==> config.mk <==
export PLATFORM = sky130hd
export DESIGN_NAME = bbd_interp
export DESIGN_NICKNAME = d
export VERILOG_FILES = /design/src/rtl/bbd_pkg.sv /design/src/rtl/bbd_interp.sv
export SDC_FILE = /design/constraint.sdc
export NUM_CORES = 1
export LEC_CHECK = 0
export BUFFER_PORTS_ARGS = -buffer_cell sky130_fd_sc_hd__buf_4
export CAP_MARGIN = 20
export CORE_MARGIN = 10
export CORE_UTILIZATION = 25
export DETAILED_ROUTE_END_ITERATION = 10
export PLACE_DENSITY_LB_ADDON = 0.25
export SYNTH_ARGS = -nofsm -noshare
export SYNTH_HDL_FRONTEND = slang
export SYNTH_SLANG_ARGS = --single-unit
==> constraint.sdc <==
create_clock -name vclk -period 5.3
set_clock_uncertainty 0.2 [all_clocks]
set_input_delay 0.265 -clock vclk [all_inputs]
set_output_delay 0.265 -clock vclk [all_outputs]
set_load 0.05 [all_outputs]
==> src/rtl/bbd_pkg.sv <==
// ----------------------------------------------------------------------------
// bbd_pkg: shared types and constants for the Bayer demosaic core
// Field widths, register indexes and reset values, the per-pixel control
// word passed to the interpolator, and the window column type.
// ----------------------------------------------------------------------------
package bbd_pkg;

    // Sample and field widths
    localparam int PIX_W      = 8;
    localparam int PATTERN_W  = 2;
    localparam int FWIDTH_W   = 13;
    localparam int FHEIGHT_W  = 15;
    localparam int ROW_W      = 15;
    localparam int CFG_IDX_W  = 2;
    localparam int CFG_DATA_W = 15;

    localparam int MAX_HEIGHT = 16384;

    // Configuration register indexes
    localparam logic [CFG_IDX_W-1:0] CFG_IDX_PATTERN = 2'd0;
    localparam logic [CFG_IDX_W-1:0] CFG_IDX_WIDTH   = 2'd1;
    localparam logic [CFG_IDX_W-1:0] CFG_IDX_HEIGHT  = 2'd2;

    // Configuration reset values
    localparam logic [PATTERN_W-1:0] RST_PATTERN = 2'd0;
    localparam logic [FWIDTH_W-1:0]  RST_FWIDTH  = 13'd640;
    localparam logic [FHEIGHT_W-1:0] RST_FHEIGHT = 15'd480;

    // Color of the raw sample at the output position
    typedef enum logic [1:0] {
        SITE_RED,
        SITE_BLUE,
        SITE_GREEN_RROW,
        SITE_GREEN_BROW
    } t_site;

    // One window column; element r is window row r (0 top, 2 bottom)
    typedef logic [2:0][PIX_W-1:0] t_col;

    // Per-pixel control handed from the sequencer to the interpolator
    typedef struct packed {
        t_site site;
        logic  left_clamp;   // output on the first column
        logic  right_clamp;  // output on the last column
        logic  first_col_in; // input at column zero: right column not yet shifted in
        logic  top_clamp;    // output on the first row
        logic  bot_clamp;    // output on the last row
        logic  last;         // bottom-right pixel of the frame
    } t_pix_ctrl;

endpackage

==> src/rtl/bbd_interp.sv <==
// ----------------------------------------------------------------------------
// bbd_interp: bilinear interpolation of one output pixel
// Selects the 3x3 neighborhood with edge clamping and forms the truncated
// two- and four-sample means for the site color.
// ----------------------------------------------------------------------------
module bbd_interp import bbd_pkg::*; (
    input  t_pix_ctrl        i_ctrl,
    input  t_col             i_left,
    input  t_col             i_center,
    input  t_col             i_new,
    output logic [PIX_W-1:0] o_red,
    output logic [PIX_W-1:0] o_green,
    output logic [PIX_W-1:0] o_blue
);

    t_col             col_l;
    t_col             col_r;
    logic [1:0]       row_t;
    logic [1:0]       row_b;
    logic [PIX_W-1:0] ctr;
    logic [PIX_W:0]   hs;
    logic [PIX_W:0]   vs;
    logic [PIX_W+1:0] hv;
    logic [PIX_W+1:0] dg;

    always_comb begin
        col_l = i_ctrl.left_clamp ? i_center : i_left;
        // right neighbor not shifted in yet at an input column zero
        col_r = (i_ctrl.right_clamp || i_ctrl.first_col_in) ? i_center : i_new;
        row_t = i_ctrl.top_clamp ? 2'd1 : 2'd0;
        row_b = i_ctrl.bot_clamp ? 2'd1 : 2'd2;

        ctr = i_center[1];
        hs  = {1'b0, col_l[1]} + {1'b0, col_r[1]};
        vs  = {1'b0, i_center[row_t]} + {1'b0, i_center[row_b]};
        hv  = {1'b0, hs} + {1'b0, vs};
        dg  = {2'b00, col_l[row_t]} + {2'b00, col_r[row_t]}
            + {2'b00, col_l[row_b]} + {2'b00, col_r[row_b]};

        unique case (i_ctrl.site)
            SITE_RED: begin
                o_red   = ctr;
                o_green = hv[PIX_W+1:2];
                o_blue  = dg[PIX_W+1:2];
            end
            SITE_BLUE: begin
                o_blue  = ctr;
                o_green = hv[PIX_W+1:2];
                o_red   = dg[PIX_W+1:2];
            end
            SITE_GREEN_RROW: begin
                o_green = ctr;
                o_red   = hs[PIX_W:1];
                o_blue  = vs[PIX_W:1];
            end
            default: begin
                o_green = ctr;
                o_blue  = hs[PIX_W:1];
                o_red   = vs[PIX_W:1];
            end
        endcase
    end

endmodule

## Word level (Yosys, flattened, before mapping)

Index checks and enable logic that the tools add are counted.

- Bits in registers: 0
- Bits of input ports: 80
- Output and inout bits: 24
- Logic and storage cells: 32

- Add/subtract/negate cells: 6
- $lt $le $gt $ge: 2
- Eq/ne operators: 2
- Mux-type cells: 19
- Reduce and logical (&&, ||, !) cells: 3

Operator list:

| operator | count |
|---|---|
| binary-select mux 8 bit (select 2 bit) | 6 |
| 2-to-1 mux 8 bit | 7 |
| 2-to-1 mux 24 bit | 2 |
| case mux 8 bit (3 select lines) | 2 |
| adder 8 x 8 -> 9 bit | 3 |
| adder 10 x 8 -> 10 bit | 1 |
| adder 9 x 8 -> 10 bit | 1 |
| adder 9 x 9 -> 10 bit | 1 |
| < comparator 1 x 3 -> 1 bit, second input constant | 1 |
| < comparator 2 x 3 -> 1 bit, second input constant | 1 |
| == test 2 x 1 -> 1 bit, second input constant | 1 |
| == test 2 bit, second input constant | 1 |
| zero test 2 bit | 1 |
| 2-to-1 mux 2 bit | 1 |
| OR reduction 2 bit | 1 |
| logical OR 1 bit | 1 |
| 2-to-1 mux 1 bit | 1 |

## Longest topological paths before layout

- Depth in word-level cells: 8
- Mapped depth: 20
- Gate-level depth less buffers: 17

## Worst setup path before layout

No wires, ideal clock.

- Path type: input to output
- Start: input port i_ctrl[3] (netlist name)
- End: output port o_red[3]
- Arrival: 4.858 ns
- Required time: 4.835 ns
- Setup slack: -0.023 ns
- Cell stages on the path: 18
- Path buffers: 3
- Cells stage by stage: buf_2 -> nor2_2 -> buf_2 -> clkbuf_1 -> o21ai_0 -> nand2_1 -> o21ai_0 -> fa_1 -> inv_1 -> fa_1 -> nand2b_1 -> nor3_1 -> fa_1 -> a21o_1 -> a21oi_1 -> xnor2_1 -> a211oi_1 -> a221oi_1

- Longest elaborated chain between the ends: 8
- Elaborated cells between the ends (all ways): 11
- Classes of those cells: add/sub (4); mux (6); reduce/logical (1)

Ends and longest elaborated chain:

| what | RTL line | source |
|---|---|---|
| start: declaration | bbd_interp.sv:7 | `input t_pix_ctrl i_ctrl,` |
| logical OR 1 bit (*) | bbd_interp.sv:29 | `col_r = (i_ctrl.right_clamp \|\| i_ctrl.first_col_in) ? i_center : i_new;` |
| 2-to-1 mux 24 bit (*) | bbd_interp.sv:29 |  |
| binary-select mux 8 bit (select 2 bit) | bbd_interp.sv:37 | `dg = {2'b00, col_l[row_t]} + {2'b00, col_r[row_t]}` |
| 2-to-1 mux 8 bit (implied by the code) | bbd_interp.sv:37 |  |
| adder 8 x 8 -> 9 bit | bbd_interp.sv:37 |  |
| adder 9 x 8 -> 10 bit | bbd_interp.sv:38 | `+ {2'b00, col_l[row_b]} + {2'b00, col_r[row_b]};` |
| adder 10 x 8 -> 10 bit | bbd_interp.sv:38 |  |
| case mux 8 bit (3 select lines) (*) | bbd_interp.sv:40 | `unique case (i_ctrl.site)` |
| end: declaration | bbd_interp.sv:11 | `output logic [PIX_W-1:0] o_red,` |

Every way passes the cells marked *; elsewhere a longest branch is shown, timed or not. The select of a mux whose other input is x is not followed.

## Final worst setup path

- Start: input port i_ctrl[3] (netlist name)
- End: output port o_blue[5]

- Longest elaborated chain between the ends: 8
- Elaborated cells between the ends (all ways): 11
- Classes of those cells: add/sub (4); mux (6); reduce/logical (1)

Ends and longest elaborated chain:

| what | RTL line | source |
|---|---|---|
| logical OR 1 bit (*) | bbd_interp.sv:29 |  |
| 2-to-1 mux 24 bit (*) | bbd_interp.sv:29 |  |
| binary-select mux 8 bit (select 2 bit) | bbd_interp.sv:37 |  |
| 2-to-1 mux 8 bit (implied by the code) | bbd_interp.sv:37 |  |
| adder 8 x 8 -> 9 bit | bbd_interp.sv:37 |  |
| adder 9 x 8 -> 10 bit | bbd_interp.sv:38 |  |
| adder 10 x 8 -> 10 bit | bbd_interp.sv:38 |  |
| case mux 8 bit (3 select lines) (*) | bbd_interp.sv:40 |  |
| end: declaration | bbd_interp.sv:13 | `output logic [PIX_W-1:0] o_blue` |

Marks and branches as above.

==> summary.md <==
| Metric | Value |
|---|---|
| Grt total ovfl | `0` |
| Crit path top cell by count | `fa_1` |
| Static leakage | `1.97 nW` |
| Post-CTS sizing | `0` |
| Share of the synthesized area in the top cell type | `10.8%` |
| Seq/Total Area, Yosys | `0%` |
| Critical path depth | `17` |
| Initial DRC Count | `229` |
| Die height | `136 um` |
| Layout area overhead | `27.8%` |
| Worst path required time | `4840 ps` |
| Fmax | `207 MHz` |
| Endpoints failing setup | `0` |
| Area of the multi-input gates | `3140 sq um` |
| Nets | `669` |
| Cts hold-fix bufs | `0` |
| Synth Instances | `461` |
| Final Hold Vio Count | `0` |
| Final Max Tran Viols | `0` |
| TNS Setup | `0 ps` |
| Num sequential | `0` |
| Final Wtd Congestion | `0.854` |
| Worst Hold Depth | `4` |
| DRC | `0` |
| Core area | `13200 sq um` |
| Critical path type | `input pin to primary output` |
| Crit-path slowest cell | `fa_1` |
| Post-Syn Nets | `587` |
| Synth area leader | `ha_1` |
| Post-synth cell types | `48` |
| Share of cells above drive strength 1 | `28.8%` |
| Ranking of synthesized cells by area | `ha_1 11%, fa_1 10%, a21oi_1 8.1%` |
| Hold slack final | `761 ps` |
| MaxCap Viol Count | `0` |
| RSZ-0062 raised after global routing | `false` |
| Largest net degree at the start of global routing | `42` |
| I/O pin count | `104` |
| # diodes | `0` |
| Routed wire length | `12.0 mm` |
| Synthesized area | `3360 sq um` |
| Top post-synthesis cells by count | `58 x nand2_1, 54 x a21oi_1, 39 x nor2_1, 29 x ha_1, 29 x inv_1` |
| Relative slew slack | `59.4%` |
| Die area | `18500 sq um` |
| Filler cells | `1436` |
| Global-route wire length before repair | `18.9 mm` |
| Die Wd | `136 um` |
| Cell breakdown of the critical path | `buf_4 -> or2_2 -> nand2_1 -> nand2_1 -> o21ai_0 -> fa_1 -> fa_1 -> inv_1 -> fa_1 -> a21o_1 -> a21oi_1 -> o21bai_1 -> a211oi_1 -> a21oi_1 -> a211oi_1 -> a31oi_1 -> buf_4` |
| Worst slew pin tran | `601 ps` |
| PD cells | `323 nW/um^2` |
| Period utilisation layout | `91.2%` |
| CP top delay family | `compound AO/OA/AOI/OAI gates` |
| Dpl hpwl | `10.1 mm` |
| GRT Util Overall | `12.3%` |
| CP Capture Type | `primary output` |
| CP max stage delay | `550 ps` |
| Outcome | `completed` |
| Cell with the most instances after synthesis | `nand2_1` |
| Antenna viol nets, final | `0` |
| Final min period | `4840 ps` |
| Min-delay worst type | `input pin to primary output` |
| Worst Path Buf+Inv | `3` |
| Antenna violations before repair | `0` |
| Initial Util | `25.5%` |
| Syn avg cell area | `7.28 sq um` |
| Arrival time at the worst endpoint | `4370 ps` |
| Post-CTS Setup Repair Bufs | `0` |
| Drt pass-1 iters | `5` |
| Design Power | `1.38 mW` |
| Vias in the first global route | `3602` |
| FP Rows | `42` |
| Reg area | `0 sq um` |
| Worst-path fanout max | `20` |
| Port Buf Inserts | `103` |
| Clock buf count | `0` |
| Vias per cell | `5.02` |
| CP startpoint kind | `input pin` |
| Yosys Warn Count | `0` |
| DR WL/cell | `16.7 um` |
| DR vias | `3600` |
| Peak supply drop | `156 uV` |
## metrics by stage
stage | std cells | setup slack, ps | area (sq um) | utilization, %
floorplan | 461 | 228 | 3370 | -
detailed placement | 717 | 437 | 4290 | 32.5
global placement | 717 | 488 | 4290 | 32.5
CTS | 717 | 421 | 4290 | 32.5
global route | 717 | 94.3 | 4290 | 32.5
finish | 717 | 464 | 4290 | 32.5
## routing by layer
layer	vias to the layer above	track usage, %	part of all wire [%]
li1	1813	-	-
met1	1680	16.1	45
met2	103	21.7	49
met3	4	1.88	5.5
met4	0	0.769	0.47
met5	-	0	0
## power breakdown
part	total [mW]	internal, mW	switching, mW
combinational	1.38	0.536	0.848
sequential	0	0	0
clock	0	0	0
total	1.38	0.536	0.848
## cell usage in the layout, fill, tap and decap left out, types with 3 or more instances in the layout
master / instances
or3_1: 4
mux4_2: 8
o21a_1: 6
nand2b_1: 5
a21o_1: 9
o22ai_1: 4
fa_1: 17
a211oi_1: 8
buf_4: 109
mux2i_1: 23
nor3_1: 7
nand3_1: 3
xor2_1: 13
xnor2_1: 11
o221ai_1: 3
a22oi_1: 3
nor2_1: 39
o31ai_1: 4
o41ai_1: 3
a31oi_1: 5
mux2_2: 23
a21oi_1: 54
ha_1: 29
and2_1: 5
o21ai_0: 23
nand2_1: 58
nor2b_1: 9
o21bai_1: 5
inv_1: 29
## layout make-up
type / count / share of cell area [%]
Inverter: 30 / 2.62
Tap cell: 176 / 5.13
Timing Repair Buffer: 109 / 19.1
Multi-Input combinational cell: 402 / 73.2
## cells by family (layout without fill, tap and decap cells)
kind of cell	after synthesis	count (layout)	share of synthesized area, %
AND/OR/NAND/NOR	137	137	18.4
AO/OA/AOI/OAI	141	141	27.6
adder cells (fa/ha/maj)	46	46	20.9
multiplexers	54	54	19.9
buffers and inverters	59	139	6.82
XOR/XNOR	24	24	6.26
## worst paths after layout
path                     start         end  slack [ps]
hold / removal    i_center[12]  o_green[4]         760
setup / recovery     i_ctrl[3]   o_blue[5]         460
(Power assumes the default switching activity.)
